==> src/rtl/spq_pkg.sv <==
// Shared types, constants and address helper for the sorted priority queue.
// Used by spq_ctrl and sorted_priority_queue_top; no dependencies.
package spq_pkg;

    localparam int QUEUE_DEPTH = 16;
    localparam int ADDR_W      = $clog2(QUEUE_DEPTH);
    localparam int PTR_W       = ADDR_W + 1;
    localparam int CNT_W       = $clog2(QUEUE_DEPTH + 1);

    localparam logic OP_INSERT = 1'b0;
    localparam logic OP_POP    = 1'b1;

    localparam logic [1:0] STAT_DONE  = 2'd0;
    localparam logic [1:0] STAT_EMPTY = 2'd1;
    localparam logic [1:0] STAT_FULL  = 2'd2;

    localparam logic signed [31:0] EMPTY_VALUE = -32'sd1;

    typedef struct packed {
        logic               operation;
        logic signed [31:0] item_value;
        logic signed [15:0] item_priority;
    } spq_in_t;

    typedef struct packed {
        logic signed [31:0] popped_value;
        logic [1:0]         status;
        logic [4:0]         occupancy;
    } spq_out_t;

    typedef struct packed {
        logic signed [15:0] priority_key;
        logic signed [31:0] value;
    } slot_t;

    localparam int SLOT_W = $bits(slot_t);

    // Logical slot offset from the head to a physical RAM address, wrapping at the depth.
    function automatic logic [ADDR_W-1:0] phys_addr(input logic [ADDR_W-1:0] base,
                                                    input logic [ADDR_W-1:0] offs);
        logic [PTR_W-1:0] sum;
        sum = {1'b0, base} + {1'b0, offs};
        if (sum >= PTR_W'(QUEUE_DEPTH)) begin
            sum = sum - PTR_W'(QUEUE_DEPTH);
        end
        return sum[ADDR_W-1:0];
    endfunction

endpackage

==> src/rtl/spq_ram.sv <==
// Simple dual-port slot store: one write and one registered read per cycle.
// Generic; no package dependency.
module spq_ram #(
    parameter int DATA_W = 48,
    parameter int ADDR_W = 4,
    parameter int DEPTH  = 16
) (
    input  logic              aclk,
    input  logic              wr_en,
    input  logic [ADDR_W-1:0] wr_addr,
    input  logic [DATA_W-1:0] wr_data,
    input  logic              rd_en,
    input  logic [ADDR_W-1:0] rd_addr,
    output logic [DATA_W-1:0] rd_data
);

    logic [DATA_W-1:0] mem [DEPTH];

    always_ff @(posedge aclk) begin
        if (wr_en) begin
            mem[wr_addr] <= wr_data;
        end
    end

    always_ff @(posedge aclk) begin
        if (rd_en) begin
            rd_data <= mem[rd_addr];
        end
    end

endmodule

==> src/rtl/spq_ctrl.sv <==
// Queue sequencer: circular head pointer, insertion scan from the tail, result staging.
// Depends on spq_pkg; drives the slot RAM ports of spq_ram.
module spq_ctrl
    import spq_pkg::*;
(
    input  logic              aclk,
    input  logic              aresetn,
    input  logic              in_valid,
    output logic              in_ready,
    input  spq_in_t           in_data,
    output logic              res_valid,
    input  logic              res_ready,
    output spq_out_t          res_data,
    output logic              ram_wr_en,
    output logic [ADDR_W-1:0] ram_wr_addr,
    output slot_t             ram_wr_data,
    output logic              ram_rd_en,
    output logic [ADDR_W-1:0] ram_rd_addr,
    input  slot_t             ram_rd_data
);

    localparam logic [2:0] ST_IDLE     = 3'd0;
    localparam logic [2:0] ST_POP_WAIT = 3'd1;
    localparam logic [2:0] ST_SCAN     = 3'd2;
    localparam logic [2:0] ST_PLACE    = 3'd3;
    localparam logic [2:0] ST_DONE     = 3'd4;

    logic [2:0]         state_reg,  state_next;
    logic [ADDR_W-1:0]  head_reg,   head_next;
    logic [CNT_W-1:0]   count_reg,  count_next;
    logic [CNT_W-1:0]   idx_reg,    idx_next;
    slot_t              item_reg,   item_next;
    logic signed [31:0] rval_reg,   rval_next;
    logic [1:0]         rstat_reg,  rstat_next;

    logic [CNT_W-1:0]   cnt_m1;
    logic [CNT_W-1:0]   idx_m1;
    logic [CNT_W-1:0]   idx_p1;
    logic               accept;

    assign cnt_m1    = count_reg - CNT_W'(1);
    assign idx_m1    = idx_reg - CNT_W'(1);
    assign idx_p1    = idx_reg + CNT_W'(1);

    assign in_ready  = (state_reg == ST_IDLE);
    assign accept    = in_valid && in_ready;
    assign res_valid = (state_reg == ST_DONE);

    assign res_data.popped_value = rval_reg;
    assign res_data.status       = rstat_reg;
    assign res_data.occupancy    = 5'(count_reg);

    always_comb begin
        state_next  = state_reg;
        head_next   = head_reg;
        count_next  = count_reg;
        idx_next    = idx_reg;
        item_next   = item_reg;
        rval_next   = rval_reg;
        rstat_next  = rstat_reg;
        ram_wr_en   = 1'b0;
        ram_wr_addr = phys_addr(head_reg, idx_p1[ADDR_W-1:0]);
        ram_wr_data = item_reg;
        ram_rd_en   = 1'b0;
        ram_rd_addr = head_reg;

        case (state_reg)
            ST_IDLE: begin
                if (accept) begin
                    item_next.value        = in_data.item_value;
                    item_next.priority_key = in_data.item_priority;
                    rval_next              = EMPTY_VALUE;
                    rstat_next             = STAT_DONE;
                    if (in_data.operation == OP_POP) begin
                        if (count_reg == '0) begin
                            rstat_next = STAT_EMPTY;
                            state_next = ST_DONE;
                        end else begin
                            ram_rd_en   = 1'b1;
                            ram_rd_addr = head_reg;
                            state_next  = ST_POP_WAIT;
                        end
                    end else if (count_reg == CNT_W'(QUEUE_DEPTH)) begin
                        rstat_next = STAT_FULL;
                        state_next = ST_DONE;
                    end else if (count_reg == '0) begin
                        ram_wr_en                = 1'b1;
                        ram_wr_addr              = head_reg;
                        ram_wr_data.value        = in_data.item_value;
                        ram_wr_data.priority_key = in_data.item_priority;
                        count_next               = count_reg + CNT_W'(1);
                        state_next               = ST_DONE;
                    end else begin
                        // walk from the tail towards the head, one slot a cycle
                        ram_rd_en   = 1'b1;
                        ram_rd_addr = phys_addr(head_reg, cnt_m1[ADDR_W-1:0]);
                        idx_next    = cnt_m1;
                        state_next  = ST_SCAN;
                    end
                end
            end
            ST_POP_WAIT: begin
                rval_next  = ram_rd_data.value;
                head_next  = (head_reg == ADDR_W'(QUEUE_DEPTH - 1)) ? '0
                                                                    : head_reg + ADDR_W'(1);
                count_next = cnt_m1;
                state_next = ST_DONE;
            end
            ST_SCAN: begin
                ram_wr_en   = 1'b1;
                ram_wr_addr = phys_addr(head_reg, idx_p1[ADDR_W-1:0]);
                if ($signed(ram_rd_data.priority_key) > $signed(item_reg.priority_key)) begin
                    // stored entry moves back one slot
                    ram_wr_data = ram_rd_data;
                    if (idx_reg == '0) begin
                        state_next = ST_PLACE;
                    end else begin
                        ram_rd_en   = 1'b1;
                        ram_rd_addr = phys_addr(head_reg, idx_m1[ADDR_W-1:0]);
                        idx_next    = idx_m1;
                    end
                end else begin
                    // equal or smaller key stays ahead: new entry lands just behind it
                    ram_wr_data = item_reg;
                    count_next  = count_reg + CNT_W'(1);
                    state_next  = ST_DONE;
                end
            end
            ST_PLACE: begin
                ram_wr_en   = 1'b1;
                ram_wr_addr = head_reg;
                ram_wr_data = item_reg;
                count_next  = count_reg + CNT_W'(1);
                state_next  = ST_DONE;
            end
            ST_DONE: begin
                if (res_ready) begin
                    state_next = ST_IDLE;
                end
            end
            default: begin
                state_next = ST_IDLE;
            end
        endcase
    end

    always_ff @(posedge aclk) begin
        if (!aresetn) begin
            state_reg <= ST_IDLE;
            head_reg  <= '0;
            count_reg <= '0;
        end else begin
            state_reg <= state_next;
            head_reg  <= head_next;
            count_reg <= count_next;
        end
    end

    always_ff @(posedge aclk) begin
        idx_reg   <= idx_next;
        item_reg  <= item_next;
        rval_reg  <= rval_next;
        rstat_reg <= rstat_next;
    end

    a_count_bound: assert property (@(posedge aclk) disable iff (!aresetn)
        count_reg <= CNT_W'(QUEUE_DEPTH))
        else $error("entry count above queue depth");

    a_scan_in_range: assert property (@(posedge aclk) disable iff (!aresetn)
        (state_reg == ST_SCAN) |-> (idx_reg < count_reg))
        else $error("scan index outside stored entries");

    a_no_rw_collision: assert property (@(posedge aclk) disable iff (!aresetn)
        (ram_wr_en && ram_rd_en) |-> (ram_wr_addr != ram_rd_addr))
        else $error("read and write hit the same slot");

    a_full_status: assert property (@(posedge aclk) disable iff (!aresetn)
        (res_valid && rstat_reg == STAT_FULL) |-> (count_reg == CNT_W'(QUEUE_DEPTH)))
        else $error("full status with free slots");

    a_pop_shrinks: assert property (@(posedge aclk) disable iff (!aresetn)
        (state_reg == ST_POP_WAIT) |=> (count_reg == $past(count_reg) - CNT_W'(1)))
        else $error("pop did not release one entry");

endmodule

==> src/rtl/sorted_priority_queue_top.sv <==
// Sorted priority queue top: sequencer, slot RAM and result register.
// Empty pop / full insert: status only; pop reads the head; insert scans and shifts slots.
// One item at a time; the insertion scan reads one RAM slot per cycle.
// A new item is taken while the previous result waits in the output register.
// Reset (aresetn, synchronous, active low) empties the queue; slot RAM is not cleared.
// Depends on spq_pkg, spq_ctrl and spq_ram.
module sorted_priority_queue_top
    import spq_pkg::*;
(
    input  logic     aclk,
    input  logic     aresetn,
    input  logic     s_valid,
    output logic     s_ready,
    input  spq_in_t  s_data,
    output logic     m_valid,
    input  logic     m_ready,
    output spq_out_t m_data
);

    logic              res_valid;
    logic              res_ready;
    spq_out_t          res_data;
    logic              ram_wr_en;
    logic [ADDR_W-1:0] ram_wr_addr;
    slot_t             ram_wr_data;
    logic              ram_rd_en;
    logic [ADDR_W-1:0] ram_rd_addr;
    slot_t             ram_rd_data;

    logic              m_valid_reg, m_valid_next;
    spq_out_t          m_data_reg;

    spq_ctrl u_ctrl (
        .aclk        (aclk),
        .aresetn     (aresetn),
        .in_valid    (s_valid),
        .in_ready    (s_ready),
        .in_data     (s_data),
        .res_valid   (res_valid),
        .res_ready   (res_ready),
        .res_data    (res_data),
        .ram_wr_en   (ram_wr_en),
        .ram_wr_addr (ram_wr_addr),
        .ram_wr_data (ram_wr_data),
        .ram_rd_en   (ram_rd_en),
        .ram_rd_addr (ram_rd_addr),
        .ram_rd_data (ram_rd_data)
    );

    spq_ram #(
        .DATA_W (SLOT_W),
        .ADDR_W (ADDR_W),
        .DEPTH  (QUEUE_DEPTH)
    ) u_ram (
        .aclk    (aclk),
        .wr_en   (ram_wr_en),
        .wr_addr (ram_wr_addr),
        .wr_data (ram_wr_data),
        .rd_en   (ram_rd_en),
        .rd_addr (ram_rd_addr),
        .rd_data (ram_rd_data)
    );

    // output register frees up in the same cycle its transfer completes
    assign res_ready = !m_valid_reg || m_ready;

    always_comb begin
        m_valid_next = m_valid_reg;
        if (res_valid && res_ready) begin
            m_valid_next = 1'b1;
        end else if (m_ready) begin
            m_valid_next = 1'b0;
        end
    end

    always_ff @(posedge aclk) begin
        if (!aresetn) begin
            m_valid_reg <= 1'b0;
        end else begin
            m_valid_reg <= m_valid_next;
        end
    end

    always_ff @(posedge aclk) begin
        if (res_valid && res_ready) begin
            m_data_reg <= res_data;
        end
    end

    assign m_valid = m_valid_reg;
    assign m_data  = m_data_reg;

endmodule

==> config.mk <==
export PLATFORM = sky130hd
export DESIGN_NAME = sorted_priority_queue_top
export DESIGN_NICKNAME = d
export VERILOG_FILES = /design/src/rtl/spq_pkg.sv /design/src/rtl/spq_ram.sv /design/src/rtl/spq_ctrl.sv /design/src/rtl/sorted_priority_queue_top.sv
export SDC_FILE = /design/constraint.sdc
export NUM_CORES = 1
export LEC_CHECK = 0
export ABC_AREA = 1
export BUFFER_PORTS_ARGS = -buffer_cell sky130_fd_sc_hd__buf_2
export CAP_MARGIN = 10
export CORE_MARGIN = 2
export CORE_UTILIZATION = 57
export DETAILED_ROUTE_END_ITERATION = 8
export HOLD_SLACK_MARGIN = 0.05
export PLACE_DENSITY_LB_ADDON = 0.05
export RECOVER_POWER = 50
export SYNTH_ARGS = -nofsm -noshare
export SYNTH_HDL_FRONTEND = slang
export SYNTH_HIERARCHICAL = 1
export SYNTH_SLANG_ARGS = --single-unit
export TNS_END_PERCENT = 100
==> constraint.sdc <==
create_clock -name aclk -period 4.96 [get_ports aclk]
set_input_delay 0.496 -clock aclk [delete_from_list [all_inputs] [get_ports aclk]]
set_output_delay 0.496 -clock aclk [all_outputs]
set_load 0.05 [all_outputs]
==> results.md <==
Status:
- The flow ran to the end, but the final reports show violations.
- The final reports fail on capacitance limit, slew limit.

Synthesis:
- After synthesis the netlist holds a flip-flop and latch count of 955.
- The number of standard cells after synthesis is 4038.
- The number of warnings issued by yosys is 6.
- In this run, distinct cell masters in the synthesized netlist total 39.
- Each instance of the synthesized netlist takes up on average 10.4 um2.
- In the synthesized netlist, the cells that appear most often are sky130_fd_sc_hd__nand2_1 (1224), sky130_fd_sc_hd__edfxtp_1 (942), sky130_fd_sc_hd__inv_1 (699).
- After synthesis, the cell types taking the most area are sky130_fd_sc_hd__edfxtp_1 (67%), sky130_fd_sc_hd__nand2_1 (11%), sky130_fd_sc_hd__nand3_1 (7.2%).
- The area share of the leading cell type in the synthesized netlist is 67.3%.
- Among all cell types in the netlist, the one instantiated most often is sky130_fd_sc_hd__nand2_1.
- For this run, asynchronously set or reset flops after synthesis account for 0%.
- The mapped netlist covers 42000 um2.
- The synthesized design spends more area on one cell type than any other, namely sky130_fd_sc_hd__edfxtp_1.
- The number of nets in the synthesized netlist is 4123.
- The dominant register cell in the synthesized netlist is sky130_fd_sc_hd__edfxtp_1.
- Of the synthesized area, sequential elements account for 67.9%.
- The number of enable flip-flop cells after synthesis is 942.

Clock network:
- The clock-pin slew of the registers on the worst-case setup and hold paths is 60 ps.
- The library cell used as clock root buffer is sky130_fd_sc_hd__clkbuf_16.
- The worst-case clock buffer depth is 3.
- The total clock buffers created by CTS is 97.
- The maximum level of the CTS H-tree is 3.
- After clock tree synthesis, the repair step resized 0 gates.
- The clock latency at the later pin of the worst-skew pair is 650 ps.
- Buffers added to address setup during post-CTS repair amount to 0.
- For this design, the sink count on the clock tree is 955.
- The CTS tree is built.

GRT:
- The pin count of the biggest net entering global routing is 207.
- For this run, the total global-route usage over all layers was measured as 29.3%.
- The number of antenna violations at the first check in global routing was 3.
- The final global-route overflow total is 0.
- The first global-routing pass estimated 164 mm of wire.
- The via count of the first global-routing pass is 26.5k.

Layout:
- The net count of the finished layout is 4232.
- Cells with a size suffix above 1 make up 5.59% of the layout.
- The flip-flop count of the largest register after layout is 768.
- The final standard cell utilization of the core is 64.2%.
- The growth of design area from synthesis to finish is 11.4%.

Route:
- For this run, the detailed router's first-pass iteration total came to 5.
- Wires add up to 110 mm.
- Using the TritonRoute via totals, the vias-per-cell ratio works out to 5.51.
- The residual antenna-violating net count after detailed routing is 0.
- The average wire length per cell after detail routing is 21.3 um.
- Detailed routing inserted a total of 28.6k vias.
- For this run, design rule violations remaining after detail routing come to 0.
- The number of DRC markers in iteration 0 is 3218.

Timing:
- The hold violation total from the final report was 0.
- The maximum clock rate is 0.225 GHz.
- The number of max-slew violations in the final report was 162.
- The worst pin sits at a relative slew slack of -90.1%.
- The final critical path takes up 89.6% of the cycle.
- Setup repair after global routing left no endpoint under its margin.
- The final-report setup violation count is 0.
- Counting I/O delays and the setup requirement, the final critical path takes 4440 ps.
- For the pin with the worst max-slew slack, the measured transition is 2850 ps.
- The setup TNS after final layout is 0 ps.
- On the final layout, the worst clock skew is 19.9 ps.

Floorplanning:
- The die area is 75900 um2.
- Measured along the y axis, the die boundary spans 276 um.
- Once the floorplan was initialized, standard cells occupied 57.6% of the core.
- The horizontal die dimension is 276 um.
- 94 I/O pins were placed.
- The core region is 73000 um2.
- The floorplan has 99 rows.

Min path:
- The worst hold path begins at s_data[34].
- The path class of the tightest hold or removal check is in2reg.

Critical path:
- In this run the critical register-to-register path is launched from u_ram/rd_data[42]$_DFFE_PP_.
- For this design, the slowest cell found on the critical path is sky130_fd_sc_hd__a21oi_2.
- The worst setup path category is reg2reg.
- The signal on the critical path passes through ha_1 -> nand2_1 -> inv_1 -> nand3_1 -> nor3_1 -> nand2_1 -> nand3_2 -> nand3_4 -> clkbuf_2 -> a21oi_2 -> o21ai_0 -> buf_4.
- The combined buffer and inverter count along the critical path is 3.
- The kind of cell with the highest combined delay along the critical path is compound AO/OA/AOI/OAI gates.
- The most numerous cell type found on the critical path is sky130_fd_sc_hd__nand2_1.
- The arrival time reported for the critical path endpoint is 4820 ps.
- The category of the worst setup path launch point is a flip-flop.
- Tracing the worst setup path back leads to its startpoint at u_ram/rd_data[42]$_DFFE_PP_.
- For this run, the slowest stage of the critical path takes 930 ps.
- The worst register-to-register path has a setup slack of 520 ps.
- STA classifies the critical path endpoint as a flip-flop.
- STA puts the critical path data required time at 5340 ps.
- The maximum fanout along the worst path is 41.

Placement:
- The HPWL after detailed placement is 58.0 mm.
- At the end of routability-driven placement, the weighted congestion stood at 0.832.
- Input and output buffers added on the ports amount to 93.

Power and ir drop:
- The analysis attributes to cell leakage a power of 19.1 nW.
- In this run the power density over the cells is 632 nW/um2.
- The maximum VDD drop is 448 uV.

Flow run:
- Max-cap violations in this run came to 5.
==> worst reg2reg max path: cells and delay by family (launching register included) <==
family | cells | cell delay [ps]
AOI/OAI and AO/OA | 2 | 1170
adders and majority gates | 1 | 340
buffers and inverters | 3 | 1120
DFF | 1 | 490
and+or+nand+nor | 6 | 1050
==> worst paths after layout <==
kind,end,cells past startpoint
min reg2reg,m_data[31]$_DFFE_PP_,0
max reg2reg,u_ram/mem[14][40]$_DFFE_PP_,12
min,u_ctrl/item_reg[18]$_DFFE_PP_,1
max,u_ram/mem[14][40]$_DFFE_PP_,12
==> layer usage <==
metal / vias to the layer above / GRT usage, % / routed length (um)
li1: 13442 / - / -
met1: 13657 / 42.7 / 47600
met2: 1284 / 46.3 / 50500
met3: 179 / 4.43 / 9670
met4: 2 / 8.44 / 2560
met5: - / 0 / 54
==> through the flow <==
stage | cells | power, mW | hold WS, ps | setup slack [ps] | cell area [um2]
6_report | 5183 | 29.6 | 139 | 516 | 46900
3_5_place_dp | 4973 | 22.7 | 405 | 802 | 43800
3_3_place_gp | 4973 | 22.6 | 400 | 857 | 43800
4_1_cts | 5174 | 29.7 | 50.7 | 792 | 47100
5_1_grt | 5181 | 31.2 | 120 | 289 | 46800
2_1_floorplan | 4038 | 19.2 | 400 | 81.6 | 42000
==> power breakdown <==
group / total (mW) / switching [mW] / internal, mW
clock: 6.94 / 2.98 / 3.95
combinational: 10.7 / 7.98 / 2.71
sequential: 12.0 / 0.326 / 11.6
==> kinds of logic (layout without fill, tap and decap cells) <==
logic type | count (synthesis) | count (layout) | share of synthesized area (%)
fa+ha+maj | 32 | 32 | 1.01
compound gates | 230 | 230 | 3.01
buf+inv | 906 | 1090 | 8.76
simple gates | 1895 | 1895 | 18.9
flops | 955 | 955 | 67.9
mux | 1 | 1 | 0.0268
other cells | 0 | 2 | 0
xor+xnor | 19 | 19 | 0.396
==> final cells by class <==
cell class | count | area [um2]
Sequential cell | 955 | 28500
Fill cell | 5795 | 26100
Multi-Input combinational cell | 2177 | 9960
Inverter | 708 | 2680
Clock buffer | 123 | 2570
Timing Repair Buffer | 208 | 1490
Tap cell | 959 | 1200
Clock inverter | 51 | 397
Antenna cell | 2 | 5.00
==> layout by cell type, fill, tap and decap left out, types with 4 or more instances in the layout <==
cell                            netlist  layout
sky130_fd_sc_hd__clkbuf_16            0      99
sky130_fd_sc_hd__buf_2              112       9
sky130_fd_sc_hd__bufinv_16            0       6
sky130_fd_sc_hd__clkinv_2             0      14
sky130_fd_sc_hd__nand2_1           1224    1224
sky130_fd_sc_hd__buf_4               18      40
sky130_fd_sc_hd__o211ai_1            40      40
sky130_fd_sc_hd__buf_12               0      23
sky130_fd_sc_hd__inv_2                8       4
sky130_fd_sc_hd__inv_1              699     701
sky130_fd_sc_hd__a21oi_1             70      71
sky130_fd_sc_hd__nand3_4              1       5
sky130_fd_sc_hd__nor2_1              51      36
sky130_fd_sc_hd__xor2_1              10      10
sky130_fd_sc_hd__edfxtp_1           942     942
sky130_fd_sc_hd__clkbuf_2             1       6
sky130_fd_sc_hd__dfxtp_1             13      13
sky130_fd_sc_hd__nand3_1            601     598
sky130_fd_sc_hd__o21ai_0            112     113
sky130_fd_sc_hd__xnor2_1              9       9
sky130_fd_sc_hd__nor2_4               0      17
sky130_fd_sc_hd__dlygate4sd3_1        0      27
sky130_fd_sc_hd__clkbuf_1            42     127
sky130_fd_sc_hd__clkinv_1             0      27
sky130_fd_sc_hd__ha_1                29      29
==> what timing repair did <==
item / 4_1_cts / 5_1_grt
endpoints found under the hold margin: 27 / 0
setup endpoints to repair: 0 / 0
hold buffers: 27 / 0
(Power assumes the default switching activity.)
